==> src/kcbt_pkg.sv <==
// kcbt_pkg: shared types, opcodes and sizes for the keyed credit budget table
// no dependencies; used by every module of the block
`default_nettype none

package kcbt_pkg;

    localparam int ENTRIES = 16;
    localparam int IDX_W = (ENTRIES > 1) ? $clog2(ENTRIES) : 1;

    localparam int KEY_W = 32;
    localparam int AMT_W = 16;

    localparam logic [1:0] OP_SET     = 2'd0;
    localparam logic [1:0] OP_REQUEST = 2'd1;
    localparam logic [1:0] OP_RELEASE = 2'd2;
    localparam logic [1:0] OP_QUERY   = 2'd3;

    localparam logic [AMT_W-1:0] BUDGET_MAX = {AMT_W{1'b1}};

    typedef struct packed {
        logic [1:0]       opcode;
        logic [KEY_W-1:0] trigger_key;
        logic [AMT_W-1:0] amount;
        logic             force_set;
    } req_t;

    typedef struct packed {
        logic             found;
        logic [AMT_W-1:0] granted;
        logic             table_full;
    } rsp_t;

    // lookup result from the table
    typedef struct packed {
        logic             hit;
        logic [IDX_W-1:0] hit_idx;
        logic [AMT_W-1:0] budget;
        logic             has_free;
        logic [IDX_W-1:0] free_idx;
    } lookup_t;

    // table update command
    typedef struct packed {
        logic             en;
        logic [IDX_W-1:0] idx;
        logic             set_valid;
        logic             clr_valid;
        logic             write_budget;
        logic [KEY_W-1:0] key;
        logic [AMT_W-1:0] budget;
    } wr_t;

endpackage

`default_nettype wire

==> src/kcbt_table.sv <==
// kcbt_table: entry storage with parallel key compare and free-slot search
// depends on kcbt_pkg
`default_nettype none

module kcbt_table (
    input  wire logic                    clk,
    input  wire logic                    rst_n,
    input  wire logic [kcbt_pkg::KEY_W-1:0] key,
    input  wire kcbt_pkg::wr_t           wr,
    output kcbt_pkg::lookup_t            lookup
);

    logic [kcbt_pkg::ENTRIES-1:0] valid_reg;
    logic [kcbt_pkg::KEY_W-1:0]   key_reg    [kcbt_pkg::ENTRIES];
    logic [kcbt_pkg::AMT_W-1:0]   budget_reg [kcbt_pkg::ENTRIES];

    logic                         hit;
    logic [kcbt_pkg::IDX_W-1:0]   hit_idx;
    logic                         has_free;
    logic [kcbt_pkg::IDX_W-1:0]   free_idx;

    // downward scan so the lowest index wins
    always_comb
    begin
        hit      = 1'b0;
        hit_idx  = '0;
        has_free = 1'b0;
        free_idx = '0;
        for (int i = kcbt_pkg::ENTRIES - 1; i >= 0; i--)
        begin
            if (valid_reg[i] && (key_reg[i] == key))
            begin
                hit     = 1'b1;
                hit_idx = kcbt_pkg::IDX_W'(i);
            end
            if (!valid_reg[i])
            begin
                has_free = 1'b1;
                free_idx = kcbt_pkg::IDX_W'(i);
            end
        end
    end

    always_comb
    begin
        lookup.hit      = hit;
        lookup.hit_idx  = hit_idx;
        lookup.budget   = budget_reg[hit_idx];
        lookup.has_free = has_free;
        lookup.free_idx = free_idx;
    end

    always_ff @(posedge clk or negedge rst_n)
    begin
        if (!rst_n)
        begin
            valid_reg <= '0;
        end
        else if (wr.en)
        begin
            if (wr.set_valid)
            begin
                valid_reg[wr.idx] <= 1'b1;
            end
            else if (wr.clr_valid)
            begin
                valid_reg[wr.idx] <= 1'b0;
            end
        end
    end

    // payload storage, meaningful only while the entry is valid
    always_ff @(posedge clk)
    begin
        if (wr.en)
        begin
            if (wr.set_valid)
            begin
                key_reg[wr.idx] <= wr.key;
            end
            if (wr.write_budget)
            begin
                budget_reg[wr.idx] <= wr.budget;
            end
        end
    end

endmodule

`default_nettype wire

==> src/kcbt_exec.sv <==
// kcbt_exec: opcode decode, budget arithmetic and table update command
// depends on kcbt_pkg
`default_nettype none

module kcbt_exec (
    input  wire logic              active,
    input  wire kcbt_pkg::req_t    req,
    input  wire kcbt_pkg::lookup_t lookup,
    output kcbt_pkg::wr_t          wr,
    output kcbt_pkg::rsp_t         rsp
);

    logic [kcbt_pkg::AMT_W:0] release_sum;

    assign release_sum = {1'b0, lookup.budget} + {1'b0, req.amount};

    always_comb
    begin
        wr.en           = 1'b0;
        wr.idx          = lookup.hit_idx;
        wr.set_valid    = 1'b0;
        wr.clr_valid    = 1'b0;
        wr.write_budget = 1'b0;
        wr.key          = req.trigger_key;
        wr.budget       = req.amount;

        rsp.found      = lookup.hit;
        rsp.granted    = '0;
        rsp.table_full = 1'b0;

        unique case (req.opcode)
            kcbt_pkg::OP_SET:
            begin
                if (!lookup.hit)
                begin
                    if (lookup.has_free)
                    begin
                        wr.en           = active;
                        wr.idx          = lookup.free_idx;
                        wr.set_valid    = 1'b1;
                        wr.write_budget = 1'b1;
                    end
                    else
                    begin
                        rsp.table_full = 1'b1;
                    end
                end
                else if (req.amount == '0)
                begin
                    wr.en        = active;
                    wr.clr_valid = 1'b1;
                end
                else if (req.force_set || (lookup.budget > req.amount))
                begin
                    wr.en           = active;
                    wr.write_budget = 1'b1;
                end
            end
            kcbt_pkg::OP_REQUEST:
            begin
                if (!lookup.hit)
                begin
                    rsp.granted = req.amount;
                end
                else if (lookup.budget >= req.amount)
                begin
                    rsp.granted     = req.amount;
                    wr.en           = active;
                    wr.write_budget = 1'b1;
                    wr.budget       = lookup.budget - req.amount;
                end
                else
                begin
                    rsp.granted     = lookup.budget;
                    wr.en           = active;
                    wr.write_budget = 1'b1;
                    wr.budget       = '0;
                end
            end
            kcbt_pkg::OP_RELEASE:
            begin
                if (lookup.hit)
                begin
                    wr.en           = active;
                    wr.write_budget = 1'b1;
                    // saturate at the top of the budget range
                    wr.budget = release_sum[kcbt_pkg::AMT_W] ? kcbt_pkg::BUDGET_MAX
                                                             : release_sum[kcbt_pkg::AMT_W-1:0];
                end
            end
            kcbt_pkg::OP_QUERY:
            begin
                if (lookup.hit)
                begin
                    rsp.granted = lookup.budget;
                end
            end
            default:
            begin
                rsp.granted = '0;
            end
        endcase
    end

endmodule

`default_nettype wire

==> src/keyed_credit_budget_table_unit.sv <==
// keyed_credit_budget_table_unit: request register, table lookup/update, result register
// timing: the request register feeds lookup and update; done and the result are then registered together
// throughput: one request per cycle; busy stays low, and lookup and update never stall
// back-to-back requests see the table as left by the previous request
// reset: all entries become empty, no result pending; the receiver cannot stall
// depends on kcbt_pkg, kcbt_table, kcbt_exec
`default_nettype none

module keyed_credit_budget_table_unit (
    input  wire logic           clk,
    input  wire logic           rst_n,
    input  wire logic           start,
    output logic                busy,
    input  wire kcbt_pkg::req_t req,
    output logic                done,
    output kcbt_pkg::rsp_t      rsp
);

    logic              req_valid_reg;
    kcbt_pkg::req_t    req_reg;
    logic              done_reg;
    kcbt_pkg::rsp_t    rsp_reg;

    kcbt_pkg::lookup_t lookup;
    kcbt_pkg::wr_t     wr;
    kcbt_pkg::rsp_t    rsp_next;

    // every cycle can take a request
    assign busy = 1'b0;

    always_ff @(posedge clk or negedge rst_n)
    begin
        if (!rst_n)
        begin
            req_valid_reg <= 1'b0;
            done_reg      <= 1'b0;
        end
        else
        begin
            req_valid_reg <= start && !busy;
            done_reg      <= req_valid_reg;
        end
    end

    always_ff @(posedge clk)
    begin
        if (start && !busy)
        begin
            req_reg <= req;
        end
        if (req_valid_reg)
        begin
            rsp_reg <= rsp_next;
        end
    end

    kcbt_table u_table (
        .clk    (clk),
        .rst_n  (rst_n),
        .key    (req_reg.trigger_key),
        .wr     (wr),
        .lookup (lookup)
    );

    kcbt_exec u_exec (
        .active (req_valid_reg),
        .req    (req_reg),
        .lookup (lookup),
        .wr     (wr),
        .rsp    (rsp_next)
    );

    assign done = done_reg;
    assign rsp  = rsp_reg;

endmodule

`default_nettype wire
==> config.mk <==
export PLATFORM = sky130hd
export DESIGN_NAME = keyed_credit_budget_table_unit
export DESIGN_NICKNAME = d
export VERILOG_FILES = /design/src/kcbt_pkg.sv /design/src/kcbt_table.sv /design/src/kcbt_exec.sv /design/src/keyed_credit_budget_table_unit.sv
export SDC_FILE = /design/constraint.sdc
export NUM_CORES = 2
export LEC_CHECK = 0
export ABC_AREA = 1
export BUFFER_PORTS_ARGS = -buffer_cell sky130_fd_sc_hd__clkbuf_2
export CAP_MARGIN = 15
export CORE_UTILIZATION = 40
export CTS_CLUSTER_SIZE = 40
export DETAILED_ROUTE_END_ITERATION = 10
export SYNTH_ARGS = -nofsm -noshare
export SYNTH_HDL_FRONTEND = slang
export SYNTH_SLANG_ARGS = --single-unit
==> constraint.sdc <==
create_clock -name clk -period 8.2 [get_ports clk]
set_input_delay 0.41 -clock clk [delete_from_list [all_inputs] [get_ports clk]]
set_output_delay 0.41 -clock clk [all_outputs]
set_load 0.01 [all_outputs]
==> run_results.csv <==
group,metric,value,unit
run_status,outcome,"complete, no violations",
global_routing,global_route_total_usage_across_every_layer,27.9,%
sta,timing_worst_slew_pin_value,992,ps
placement,dp.final_hpwl,99.2,mm
drt,wirelength,151,mm
placement,numPortBuffers,72,
sta,setup_violations,0,
sta,final_min_period_over_clock_period,94.5,%
setup_path,worstSetupEndpointType,"register",
setup_path,slowest_delay,670,ps
floorplanning,rows,119,
yosys,synth_largest_type_area_fraction,59.2,%
global_routing,grt_overflow_total,0,
yosys,flip_flop_and_latch_count_after_synthesis,855,
placement,place_congestion,0.952,
yosys,synth_top_area_cell,"sky130_fd_sc_hd__edfxtp_1",
yosys,synthesis.yosys.warnings,0,
sta,final-max-slew-violation-count,0,
floorplanning,initial_core_util,40.3,%
drt,initialDrtViolationCount,3831,
sta,layout_min_cycle_time,7750,ps
yosys,ys_types,57,
final_layout,finish.net_count,4558,
power,power-per-cell-area,208,nW/µm²
floorplanning,io-pin-count,74,
clocking,cts_root_buffer,"sky130_fd_sc_hd__clkbuf_16",
clocking,clock_tree.htree_level_count,3,
yosys,synth_common_cells,"941 x sky130_fd_sc_hd__nand2_1, 837 x sky130_fd_sc_hd__edfxtp_1, 394 x sky130_fd_sc_hd__inv_1",
clocking,cts_sink_count,855,
global_routing,grt_pass1_vias,31900,
clocking,clock_insertion_delay_worst_skew,690,ps
drt,routed_wl_per_cell,25.5,µm
final_layout,post_layout_nonfiller_instances,5930,
power,vdd.ir_drop.worst,0.191,mV
sta,timing.setup.tns,0,ps
final_layout,antennaDiodeCount,0,
yosys,syn-instance-count,4233,
yosys,syn_area,42400,µm²
sta,fin_worst_skew,29.2,ps
floorplanning,die_height,328,µm
clocking,path_clk_slew,60,ps
setup_path,critical_path_required,8500,ps
yosys,ys_async_sr_fraction,2.11,%
drt,drt_first_pass_iters,10,
setup_path,critical_path.startpoint_type,"register",
sta,maxSlewHeadroom,33.9,%
drt,post-route-drc-count,0,
yosys,synth.net_count,4325,
placement,placedCellCount,5695,
setup_path,crit_path_max_fanout,32,
power,p_leak,18.9,nW
yosys,synth_edf_count,837,
yosys,postSynthAreaPerCell,10.0,µm²
final_layout,largest_register_ffs,512,
global_routing,grt_first_pass_wirelength,217,mm
sta,final_hold_viol_count,0,
drt,via_per_inst,5.58,
sta,grt_setup_unrepaired,"no",
yosys,synth_area_leaders,"sky130_fd_sc_hd__edfxtp_1 59%, sky130_fd_sc_hd__nand2_1 8.3%, sky130_fd_sc_hd__inv_1 3.5%",
drt,ant_nets,0,
floorplanning,die_area,107000,µm²
drt,routed-via-count,33100,
run,cap_viol_max_count,0,
yosys,ys.flop_type,"sky130_fd_sc_hd__edfxtp_1",
setup_path,timing.critical_path.slowest_stage_cell,"sky130_fd_sc_hd__edfxtp_1",
global_routing,grt_antenna_before_repair,10,
sta,clock.fmax,0.129,GHz
clocking,cts_made_buffers,93,
setup_path,critPathArrivalTime,8050,ps
setup_path,most_common_cell_type_on_the_critical_path,"sky130_fd_sc_hd__nand2_1",
clocking,clock_tree.buffer_depth,3,
yosys,synth_seq_area_share,60.3,%
global_routing,maximum_number_of_pins_on_one_net_before_global_route_repair,67,
floorplanning,chipWidth,328,µm
clocking,cts_tree,"built",
final_layout,synthToLayoutAreaGrowth,15.5,%
hold_path,hold_path_class,"input port to async pin",
setup_path,timing_worst_setup_path_type,"register to register",
floorplanning,core-area,105000,µm²
final_layout,final_layout_size_suffix_gt1_share,13.4,%
yosys,synth.most_common_cell,"sky130_fd_sc_hd__nand2_1",
[worst paths after layout]
kind | from | endpoint | slack, ps | cells after the start
setup / recovery | req_reg[39] | u_table.budget_reg[11][10] | 450 | 35
hold / removal | rst_n | async pin | 380 | 2
setup reg to reg | req_reg[39] | u_table.budget_reg[11][10] | 450 | 35
hold reg to reg | register | register | 570 | 2
max in group asynchronous | rst_n | async pin | 7370 | 2
min in group clk | req[6] | req_reg[6] | 450 | 2
[area by class of cell]
cell class	instances	area, µm²
Clock buffer	115	2480
Clock inverter	53	468
Fill cell	9700	56300
Inverter	427	1640
Multi-Input combinational cell	2788	14500
Sequential cell	855	25600
Tap cell	1391	1740
Timing Repair Buffer	301	2650
[per-layer routing]
layer  global-route usage (%)  part of all wire (%)  vias up
li1                         -                     -    15100
met1                     37.6                    41    15900
met2                     44.1                    45     1729
met3                     4.08                   8.4      375
met4                     13.4                   5.3        6
met5                        0                 0.028        -
[power by group]
part	switching [W]	internal, W	leakage, nW
Sequential	0.0000495	0.00491	7.83
Clock	0.00178	0.00237	1.43
Combinational	0.000793	0.000307	9.64
[stage by stage]
step | power, W | setup slack (ps) | util, % | cell area [µm²] | hold slack (ps)
floorplan | 0.00558 | 1170 | - | 42400 | 114
global placement | 0.00609 | 245 | 43.1 | 45400 | 454
detailed placement | 0.00609 | 314 | 43.1 | 45400 | 455
CTS | 0.0102 | 282 | 46.4 | 48800 | 338
global route | 0.0105 | 19.9 | 46.6 | 49000 | 393
finish | 0.0102 | 450 | 46.6 | 49000 | 382
[timing repair]
item | CTS | global route
hold buffers | 52 | 0
endpoints found under the hold margin | 69 | 0
endpoints found under the setup margin | 0 | 959
resized for setup | 0 | 25
buffers inserted | 0 | 15
[cell usage in the layout (no fill, tap or decap), types with 21 or more instances in the layout]
cell type / n
sky130_fd_sc_hd__clkbuf_2: 72
sky130_fd_sc_hd__inv_2: 22
sky130_fd_sc_hd__buf_4: 139
sky130_fd_sc_hd__nand3_1: 245
sky130_fd_sc_hd__clkbuf_16: 96
sky130_fd_sc_hd__or2_2: 139
sky130_fd_sc_hd__nand4_1: 186
sky130_fd_sc_hd__ha_1: 36
sky130_fd_sc_hd__o21ai_0: 116
sky130_fd_sc_hd__xor2_1: 108
sky130_fd_sc_hd__xnor2_1: 85
sky130_fd_sc_hd__nor2_2: 32
sky130_fd_sc_hd__nor2_1: 335
sky130_fd_sc_hd__inv_1: 391
sky130_fd_sc_hd__edfxtp_1: 837
sky130_fd_sc_hd__a21oi_1: 104
sky130_fd_sc_hd__nor3_1: 68
sky130_fd_sc_hd__nand2_1: 939
sky130_fd_sc_hd__nand3b_1: 21
sky130_fd_sc_hd__nor4_1: 78
sky130_fd_sc_hd__o2111ai_1: 33
sky130_fd_sc_hd__buf_12: 34
sky130_fd_sc_hd__dlygate4sd3_1: 52
sky130_fd_sc_hd__o21ai_1: 131
[cell families after synthesis]
family | Yosys count | synth area share [%]
AND/OR/NAND/NOR | 2105 | 22.6
flip-flops | 855 | 60.3
buffers and inverters | 590 | 5.94
AO/OA/AOI/OAI | 451 | 6.01
XOR/XNOR | 193 | 3.98
adder cells (fa/ha/maj) | 38 | 1.16
other | 1 | 0.00883
[critical path, delay by kind of cell, from the launching register on]
| kind | cells | cell delay [ps] |
|---|---|---|
| AO/OA/AOI/OAI | 11 | 1890 |
| AND/OR/NAND/NOR | 15 | 2610 |
| buffers and inverters | 7 | 1820 |
| adder cells (fa/ha/maj) | 1 | 170 |
| flip-flops | 1 | 670 |
| XOR/XNOR | 1 | 130 |
Note: power is estimated with default switching activity, not from simulation.
